### src/kle_pkg.sv
// Shared types and constants for the keystroke line editor.
`timescale 1ns / 1ps
package kle_pkg;

    localparam int LINE_DEPTH = 63;
    localparam int ADDR_W     = 6;
    localparam int CNT_W      = 6;

    typedef logic [ADDR_W-1:0] t_addr;
    typedef logic [7:0]        t_char;
    typedef logic [CNT_W-1:0]  t_cnt;

    typedef struct packed {
        logic [8:0] key_code;
        logic       read_error;
    } t_in_item;

    typedef struct packed {
        logic [2:0] kind;
        logic [7:0] char_value;
        logic [5:0] erase_count;
        logic [5:0] line_length;
        logic       last;
    } t_out_item;

    // Result kinds.
    localparam logic [2:0] KIND_ECHO      = 3'd0;
    localparam logic [2:0] KIND_ERASE     = 3'd1;
    localparam logic [2:0] KIND_BEEP      = 3'd2;
    localparam logic [2:0] KIND_LINE_CHAR = 3'd3;
    localparam logic [2:0] KIND_DONE_OK   = 3'd4;
    localparam logic [2:0] KIND_DONE_ERR  = 3'd5;

    // Configuration register indexes.
    localparam logic REG_ECHO_ENABLE = 1'b0;
    localparam logic REG_MAX_LENGTH  = 1'b1;

    localparam logic       ECHO_RESET  = 1'b1;
    localparam t_cnt       MAXLEN_RESET = 6'd63;
    localparam t_cnt       MAX_LINE     = 6'd63;

    // Key codes.
    localparam logic [8:0] KEY_CTRL_H    = 9'd8;
    localparam logic [8:0] KEY_DEL       = 9'd127;
    localparam logic [8:0] KEY_ARROW_L   = 9'd260;
    localparam logic [8:0] KEY_BKSP      = 9'd263;
    localparam logic [8:0] KEY_DELCHAR   = 9'd330;
    localparam logic [8:0] KEY_CTRL_U    = 9'd21;
    localparam logic [8:0] KEY_CTRL_X    = 9'd24;
    localparam logic [8:0] KEY_DELLINE   = 9'd328;
    localparam logic [8:0] KEY_CTRL_W    = 9'd23;
    localparam logic [8:0] KEY_LF        = 9'd10;
    localparam logic [8:0] KEY_CR        = 9'd13;
    localparam logic [8:0] KEY_SUBMIT    = 9'd343;
    localparam logic [8:0] KEY_WINCH     = 9'd410;
    localparam logic [8:0] PRINT_LO      = 9'h020;
    localparam logic [8:0] PRINT_HI      = 9'h07E;
    localparam logic [8:0] HIGH_LO       = 9'h0A0;
    localparam logic [8:0] HIGH_HI       = 9'h0FF;
    localparam t_char      CHAR_SPACE    = 8'h20;

endpackage

### src/kle_line_ram.sv
// Line store: one write port and one read port with registered read data.
`timescale 1ns / 1ps
module kle_line_ram
    import kle_pkg::*;
(
    input  logic  i_clk,
    input  logic  i_we,
    input  t_addr i_waddr,
    input  t_char i_wdata,
    input  t_addr i_raddr,
    output t_char o_rdata
);

    t_char r_mem [LINE_DEPTH];
    t_char r_rdata;

    always_ff @(posedge i_clk) begin
        if (i_we) begin
            r_mem[i_waddr] <= i_wdata;
        end
        r_rdata <= r_mem[i_raddr];
    end

    assign o_rdata = r_rdata;

endmodule

### src/keystroke_line_editor_unit.sv
// Top level of the keystroke line editor: sequencer, line counters and result register.
// An edit key gives its result only while echo is on, a beep key always; word erase scans
// back one character at a time; Enter delivers each stored character and then a done item,
// all stretched by output stalls. One key is worked on at a time; the next is
// taken once the sequencer is back in idle.
// Reset clears the length, sequencer and result valid flag; echo on, limit 63, store left as is.
`timescale 1ns / 1ps
module keystroke_line_editor_unit
    import kle_pkg::*;
(
    input  logic      i_clk,
    input  logic      i_rst_n,
    input  logic      i_in_valid,
    output logic      o_in_stall,
    input  t_in_item  i_in_data,
    output logic      o_out_valid,
    input  logic      i_out_stall,
    output t_out_item o_out_data,
    input  logic      i_cfg_we,
    input  logic      i_cfg_idx,
    input  logic [5:0] i_cfg_data
);

    localparam logic [2:0] S_IDLE   = 3'd0;
    localparam logic [2:0] S_DECODE = 3'd1;
    localparam logic [2:0] S_WORD   = 3'd2;
    localparam logic [2:0] S_DLV    = 3'd3;
    localparam logic [2:0] S_EMIT   = 3'd4;

    logic [2:0] r_state, n_state;
    t_in_item   r_key;
    t_cnt       r_fill, n_fill;
    t_cnt       r_cnt, n_cnt;
    t_cnt       r_idx, n_idx;
    logic       r_phase, n_phase;
    logic       r_err_line, n_err_line;
    t_out_item  r_pend, n_pend;
    logic       r_out_valid, n_out_valid;
    t_out_item  r_out, n_out;
    logic       r_echo;
    t_cnt       r_maxlen;

    logic       w_we;
    t_addr      w_raddr;
    t_char      w_rdata;
    logic       w_slot_free;
    logic [8:0] w_c;
    logic       w_is_erase, w_is_kill, w_is_word, w_is_print, w_is_enter;
    t_cnt       w_limit;
    t_out_item  w_blank;

    kle_line_ram u_ram (
        .i_clk  (i_clk),
        .i_we   (w_we),
        .i_waddr(r_fill),
        .i_wdata(r_key.key_code[7:0]),
        .i_raddr(w_raddr),
        .o_rdata(w_rdata)
    );

    assign o_in_stall  = (r_state != S_IDLE);
    assign o_out_valid = r_out_valid;
    assign o_out_data  = r_out;
    assign w_slot_free = !r_out_valid || !i_out_stall;

    assign w_c        = r_key.key_code;
    assign w_is_erase = (w_c == KEY_CTRL_H) || (w_c == KEY_DEL) || (w_c == KEY_BKSP)
                        || (w_c == KEY_DELCHAR) || (w_c == KEY_ARROW_L);
    assign w_is_kill  = (w_c == KEY_CTRL_U) || (w_c == KEY_CTRL_X) || (w_c == KEY_DELLINE);
    assign w_is_word  = (w_c == KEY_CTRL_W);
    assign w_is_print = ((w_c >= PRINT_LO) && (w_c <= PRINT_HI))
                        || ((w_c >= HIGH_LO) && (w_c <= HIGH_HI));
    assign w_is_enter = (w_c == KEY_LF) || (w_c == KEY_CR) || (w_c == KEY_SUBMIT)
                        || (w_c == KEY_WINCH);
    assign w_limit    = (r_maxlen < MAX_LINE) ? r_maxlen : MAX_LINE;
    assign w_blank    = '0;

    always_comb begin
        n_state     = r_state;
        n_fill      = r_fill;
        n_cnt       = r_cnt;
        n_idx       = r_idx;
        n_phase     = r_phase;
        n_err_line  = r_err_line;
        n_pend      = r_pend;
        n_out_valid = r_out_valid && i_out_stall;
        n_out       = r_out;
        w_we        = 1'b0;

        case (r_state)
            S_IDLE: begin
                if (i_in_valid) begin
                    n_state = S_DECODE;
                end
            end
            S_DECODE: begin
                n_pend      = w_blank;
                n_pend.last = 1'b1;
                n_state     = S_EMIT;
                if (r_key.read_error || w_is_enter) begin
                    n_err_line = r_key.read_error;
                    n_idx      = '0;
                    n_state    = S_DLV;
                end else if (w_is_erase) begin
                    if (r_fill != '0) begin
                        n_fill = r_fill - 1'b1;
                        n_pend.kind        = KIND_ERASE;
                        n_pend.erase_count = 6'd1;
                        if (!r_echo) begin
                            n_state = S_IDLE;
                        end
                    end else begin
                        n_pend.kind = KIND_BEEP;
                    end
                end else if (w_is_kill) begin
                    n_fill             = '0;
                    n_pend.kind        = KIND_ERASE;
                    n_pend.erase_count = r_fill;
                    if (!r_echo || (r_fill == '0)) begin
                        n_state = S_IDLE;
                    end
                end else if (w_is_word) begin
                    n_cnt   = '0;
                    n_phase = 1'b0;
                    n_state = S_WORD;
                end else if (w_is_print) begin
                    if (r_fill < w_limit) begin
                        w_we              = 1'b1;
                        n_fill            = r_fill + 1'b1;
                        n_pend.kind       = KIND_ECHO;
                        n_pend.char_value = w_c[7:0];
                        if (!r_echo) begin
                            n_state = S_IDLE;
                        end
                    end else begin
                        n_pend.kind = KIND_BEEP;
                    end
                end else begin
                    n_pend.kind = KIND_BEEP;
                end
            end
            S_WORD: begin
                // The read data always holds the character just below the current end.
                if ((r_fill != '0) && (!r_phase || (w_rdata != CHAR_SPACE))) begin
                    n_fill = r_fill - 1'b1;
                    n_cnt  = r_cnt + 1'b1;
                    if (w_rdata != CHAR_SPACE) begin
                        n_phase = 1'b1;
                    end
                end else begin
                    n_pend             = w_blank;
                    n_pend.kind        = KIND_ERASE;
                    n_pend.erase_count = r_cnt;
                    n_pend.last        = 1'b1;
                    n_state = (r_echo && (r_cnt != '0)) ? S_EMIT : S_IDLE;
                end
            end
            S_DLV: begin
                if (w_slot_free) begin
                    n_out_valid = 1'b1;
                    n_out       = w_blank;
                    if (r_idx < r_fill) begin
                        n_out.kind       = KIND_LINE_CHAR;
                        n_out.char_value = w_rdata;
                        n_idx            = r_idx + 1'b1;
                    end else begin
                        n_out.kind        = r_err_line ? KIND_DONE_ERR : KIND_DONE_OK;
                        n_out.line_length = r_fill;
                        n_out.last        = 1'b1;
                        n_fill            = '0;
                        n_state           = S_IDLE;
                    end
                end
            end
            S_EMIT: begin
                if (w_slot_free) begin
                    n_out_valid = 1'b1;
                    n_out       = r_pend;
                    n_state     = S_IDLE;
                end
            end
            default: begin
                n_state = S_IDLE;
            end
        endcase

        if (n_state == S_DLV) begin
            w_raddr = n_idx;
        end else if (n_fill != '0) begin
            w_raddr = n_fill - 1'b1;
        end else begin
            w_raddr = '0;
        end
    end

    always_ff @(posedge i_clk) begin
        if (!i_rst_n) begin
            r_state     <= S_IDLE;
            r_fill      <= '0;
            r_out_valid <= 1'b0;
            r_echo      <= ECHO_RESET;
            r_maxlen    <= MAXLEN_RESET;
        end else begin
            r_state     <= n_state;
            r_fill      <= n_fill;
            r_out_valid <= n_out_valid;
            if (i_cfg_we) begin
                case (i_cfg_idx)
                    REG_ECHO_ENABLE: r_echo   <= i_cfg_data[0];
                    REG_MAX_LENGTH:  r_maxlen <= i_cfg_data;
                    default: begin
                    end
                endcase
            end
        end
    end

    always_ff @(posedge i_clk) begin
        if ((r_state == S_IDLE) && i_in_valid) begin
            r_key <= i_in_data;
        end
        r_cnt      <= n_cnt;
        r_idx      <= n_idx;
        r_phase    <= n_phase;
        r_err_line <= n_err_line;
        r_pend     <= n_pend;
        r_out      <= n_out;
    end

endmodule
### config.mk
export PLATFORM = sky130hd
export DESIGN_NAME = keystroke_line_editor_unit
export DESIGN_NICKNAME = d
export VERILOG_FILES = /design/src/kle_pkg.sv /design/src/kle_line_ram.sv /design/src/keystroke_line_editor_unit.sv
export SDC_FILE = /design/constraint.sdc
export NUM_CORES = 1
export LEC_CHECK = 0
export BUFFER_PORTS_ARGS = -buffer_cell sky130_fd_sc_hd__buf_4
export CAP_MARGIN = 25
export CELL_PAD_IN_SITES_DETAIL_PLACEMENT = 1
export CELL_PAD_IN_SITES_GLOBAL_PLACEMENT = 2
export CORE_MARGIN = 2
export CORE_UTILIZATION = 44
export DETAILED_ROUTE_END_ITERATION = 7
export GPL_ROUTABILITY_DRIVEN = 0
export PLACE_DENSITY = 0.86
export SETUP_SLACK_MARGIN = 0.4
export SLEW_MARGIN = 20
export SYNTH_ARGS = -nofsm -noshare
export SYNTH_HDL_FRONTEND = slang
export SYNTH_SLANG_ARGS = --single-unit
### constraint.sdc
create_clock -name i_clk -period 6.7 [get_ports i_clk]
set_input_delay 1.34 -clock i_clk [delete_from_list [all_inputs] [get_ports i_clk]]
set_output_delay 1.34 -clock i_clk [all_outputs]
set_load 0.02 [all_outputs]
==> qor.txt <==
STA
----------------------------------------------------------------------------------------
Number of pins exceeding their max-slew limit in the final report                      0
Final-report setup violation count                                                     0
Setup TNS                                                                           0 ns
Relative slew slack                                                                31.5%
Slew of the pin with the lowest slew margin                                      1.02 ns
Max Fclk                                                                         168 MHz
Final Hold Violating Endpoints                                                         0
Final setup slack of the worst path                                             0.760 ns
Share of the clock period used by the worst path after layout                      88.7%
Unrepaired setup endpoints after global routing                                       no
Layout Skew                                                                    0.0350 ns
Final critical-path required period                                              5.94 ns

GRT
----------------------------------------------------------------------------------------
Total global-route track usage                                                     24.8%
Largest net degree at the start of global routing                                     75
First-pass GRT wire length                                                        111 mm
Grt total ovfl                                                                         0
Number of global-route vias before repair                                          17300
Antenna violations before repair                                                       1

SETUP PATH
----------------------------------------------------------------------------------------
Category of cells accounting for the largest share of critical-path delay   compound AO/OA/AOI/OAI gates
Startpoint Class                                                                register
Worst Path Class, Setup                                                       reg -> reg
Largest driver fanout on the critical path                                            32
Most used cell along the critical path                                              ha_1
Data arrival time of the critical path                                           6.43 ns
Critical path origin                                                           r_fill[4]
Cell breakdown of the critical path                                         inv_1, ha_1, a21o_1, a211oi_1, o21a_1, nor3_2, o311ai_1, o21ai_1, ha_1, or4_4, a31o_4, o21ai_4, buf_4, nor3_1, a311oi_1, a2bb2oi_1, o221ai_1
Depth of the worst register-to-register path                                          17
Critical path data required time                                                 7.19 ns
Number of buffer and inverter stages on the critical path                              2
Setup slack on the worst flop-to-flop path                                       0.76 ns
Worst reg2reg startpoint                                                       r_fill[4]
Capturing element type of the critical path                                     register
Standard cell with the maximum stage delay on the critical path                  dfxtp_1
Worst stage delay on the critical path                                           0.68 ns
Capture instance of the worst register-to-register path                     u_ram.o_rdata[5]

CTS
----------------------------------------------------------------------------------------
Largest buffer count on any clock path                                                 3
Clk pin slew, worst setup/hold paths                                             0.06 ns
Number of sinks on the clock net                                                     593
Clock insertion delay at the later pin of the skew report                        0.66 ns
Cts bufs inserted                                                                     60
Post-CTS Setup Repair Bufs                                                             0
CTS Root Cell                                                                  clkbuf_16
CTS tree                                                                            done
H-tree depth                                                                           2

ROUTE
----------------------------------------------------------------------------------------
Post-route DRC violation count                                                         0
Vias post-DR                                                                       16800
Via density per instance                                                            6.09
Routed length on met1                                                            31.2 mm
Length of routed met3 wiring                                                     5.36 mm
Total wire length                                                                74.0 mm
First drt pass iteration count                                                         6
Highest routed layer                                                                met4
DR iter-0 viols                                                                     1784
Detail Route Antenna Nets                                                              0
Routed WL per cell                                                               26.8 um
Met2 routed wirelength                                                           35.2 mm

LOGIC SYNTHESIS
----------------------------------------------------------------------------------------
Library cell with the largest summed area after synthesis                       edfxtp_1
Count of flip-flops with a built-in enable after synthesis                           562
Number of distinct library cells after synthesis                                     101
Share of the yosys chip area belonging to registers                                69.3%
Leading cell types by count after synthesis                                 edfxtp_1, nand2_1, nor2_1
Net Count, Synth                                                                    1940
Mean Syn Cell Area                                                             13.3 um^2
Most frequent cell after synthesis                                              edfxtp_1
Count of warnings emitted by yosys                                                     0
Synth async-reset ratio                                                               0%
Top cells by area, synth                                                    edfxtp_1, nand2_1, dfxtp_1
Area share of the leading cell type in the synthesized netlist                     66.9%
Netlist area before placement                                                0.0252 mm^2
Gate Count Post-Synth                                                               1901
Top flip-flop cell by instance count after synthesis                            edfxtp_1
Register bit count reported by yosys                                                 593

DIE
----------------------------------------------------------------------------------------
Die H                                                                             243 um
Die width                                                                         243 um
Die Outline Area                                                             0.0593 mm^2
Core Rows                                                                             87
Area of the placeable core                                                   0.0565 mm^2
Count of boundary I/O pins                                                            48
Initial core utilization                                                           44.7%

POWER AND IR DROP
----------------------------------------------------------------------------------------
Share of power burned in combinational logic                                       35.0%
IR drop worst, VDD                                                              0.286 mV
Internal power                                                                   7.38 mW
Reported net switching power                                                     4.41 mW
Portion of total power attributed to sequential cells                              36.1%
Leakage power                                                                    9.68 nW
Power per cell area                                                          414 mW/mm^2
Fraction of power spent switching nets                                             37.4%
Part of the power in the clock network                                             28.9%

PLACED DESIGN
----------------------------------------------------------------------------------------
Number of buffers added on ports                                                      47
Detail Placement HPWL                                                            46.8 mm
Placement Setup Slack                                                           0.562 ns

WORST HOLD PATH
----------------------------------------------------------------------------------------
Hold wc startpoint                                                           r_maxlen[2]
Worst min-delay path endpoint                                                r_maxlen[2]
Hold path depth                                                                        2
Kind of path behind the tightest hold check                                   reg -> reg

LAYOUT
----------------------------------------------------------------------------------------
Area Growth Syn to Fin                                                             12.8%
Layout cells sized above 1                                                         12.9%
Final layout net count                                                              1992
Final core utilization                                                             50.4%
Area of combinational cells with multiple inputs                            0.00719 mm^2
Area occupied by registers                                                   0.0175 mm^2
Number of filler instances in the final layout                                      5656

RUN STATUS
----------------------------------------------------------------------------------------
Run status                                                                     completed

FLOW RUN
----------------------------------------------------------------------------------------
Number of violations of the max-capacitance limit                                      0

-- cells by family (layout without fill, tap and decap cells) --
kind of cell | Yosys count | count (layout) | synth area share (%)
AND/OR/NAND/NOR | 682 | 682 | 12.4
flip-flops | 593 | 593 | 69.3
other | 0 | 1 | 0
adder cells (fa/ha/maj) | 17 | 17 | 0.843
multiplexers | 57 | 57 | 2.34
buffers and inverters | 134 | 238 | 2.53
XOR/XNOR | 6 | 6 | 0.208
AO/OA/AOI/OAI | 412 | 412 | 12.3
-- power by group through the flow --
stage	registers (mW)	clock network, mW	logic [mW]
2_1_floorplan	4.33	0	2.53
3_3_place_gp	4.33	0	3.89
3_5_place_dp	4.33	0	4.03
4_1_cts	4.25	3.44	4.06
5_1_grt	4.25	3.57	4.37
6_report	4.25	3.41	4.13
-- flip-flops by register name, indices dropped and copies added (netlist names) --
register,count
r_cnt,6
r_state,3
r_maxlen,6
r_phase,1
r_err_line,1
w_c,9
r_fill,6
r_pend,16
r_idx,6
o_out_data,24
r_key,1
u_ram.o_rdata,8
o_out_valid,1
r_echo,1
u_ram.r_mem,504
-- layout make-up --
cell class	count	area share [%]
clock inverter	37	1.32
inverter	33	0.435
clock buffer	77	5.71
sequential	593	61.5
timing repair buffer	91	2.47
tap	756	3.32
multi-input combinational	1174	25.3
antenna	1	0.00879
-- cell usage in the layout (no fill, tap or decap), types with 14 or more instances in the layout --
cell	count
inv_1	28
nand2_1	325
a32oi_1	17
o221ai_1	16
nor2_1	120
clkinv_1	14
o21ai_0	68
o211ai_1	25
dfxtp_1	31
and2_1	20
clkinv_2	14
and3_1	30
nor3_1	36
buf_4	87
a221oi_1	17
ha_1	17
a211oi_1	20
clkbuf_16	60
mux2i_1	41
nand3_1	75
a31oi_1	33
a21oi_1	63
mux2_2	15
edfxtp_1	562
-- worst max-delay path by stage --
| stage | cells past startpoint | end |
|---|---|---|
| floorplan | 18 | u_ram.o_rdata[5] |
| global placement | 15 | u_ram.o_rdata[6] |
| detailed placement | 15 | u_ram.o_rdata[6] |
| CTS | 16 | u_ram.o_rdata[5] |
| global route | 17 | u_ram.o_rdata[3] |
| finish | 17 | u_ram.o_rdata[5] |
-- routing by layer --
layer | vias to the layer above | track usage (%)
li1 | 7406 | -
met1 | 8673 | 34.4
met2 | 624 | 39.8
met3 | 121 | 4.17
met4 | 0 | 8.08
met5 | - | 0
-- timing repair --
item / 4_1_cts / 5_1_grt
hold buffers: 0 / 0
resized for setup: 0 / 4
setup endpoints to repair: 0 / 8
-- stage by stage --
stage | hold WS, ns | cell area, um^2 | power (mW) | std cells
finish | 0.504 | 28500 | 11.8 | 2762
global route | 0.541 | 28500 | 12.2 | 2761
CTS | 0.512 | 28400 | 11.7 | 2758
detailed placement | 0.502 | 26400 | 8.36 | 2644
global placement | 0.502 | 26400 | 8.22 | 2644
floorplan | 0.451 | 25200 | 6.86 | 1901
-- tightest hold or removal path, delay by kind of cell, from the launching register on --
kind	cells	cell delay (ns)
buf+inv	1	0.06
flops	1	0.30
compound gates	1	0.09
(Power assumes the default switching activity.)
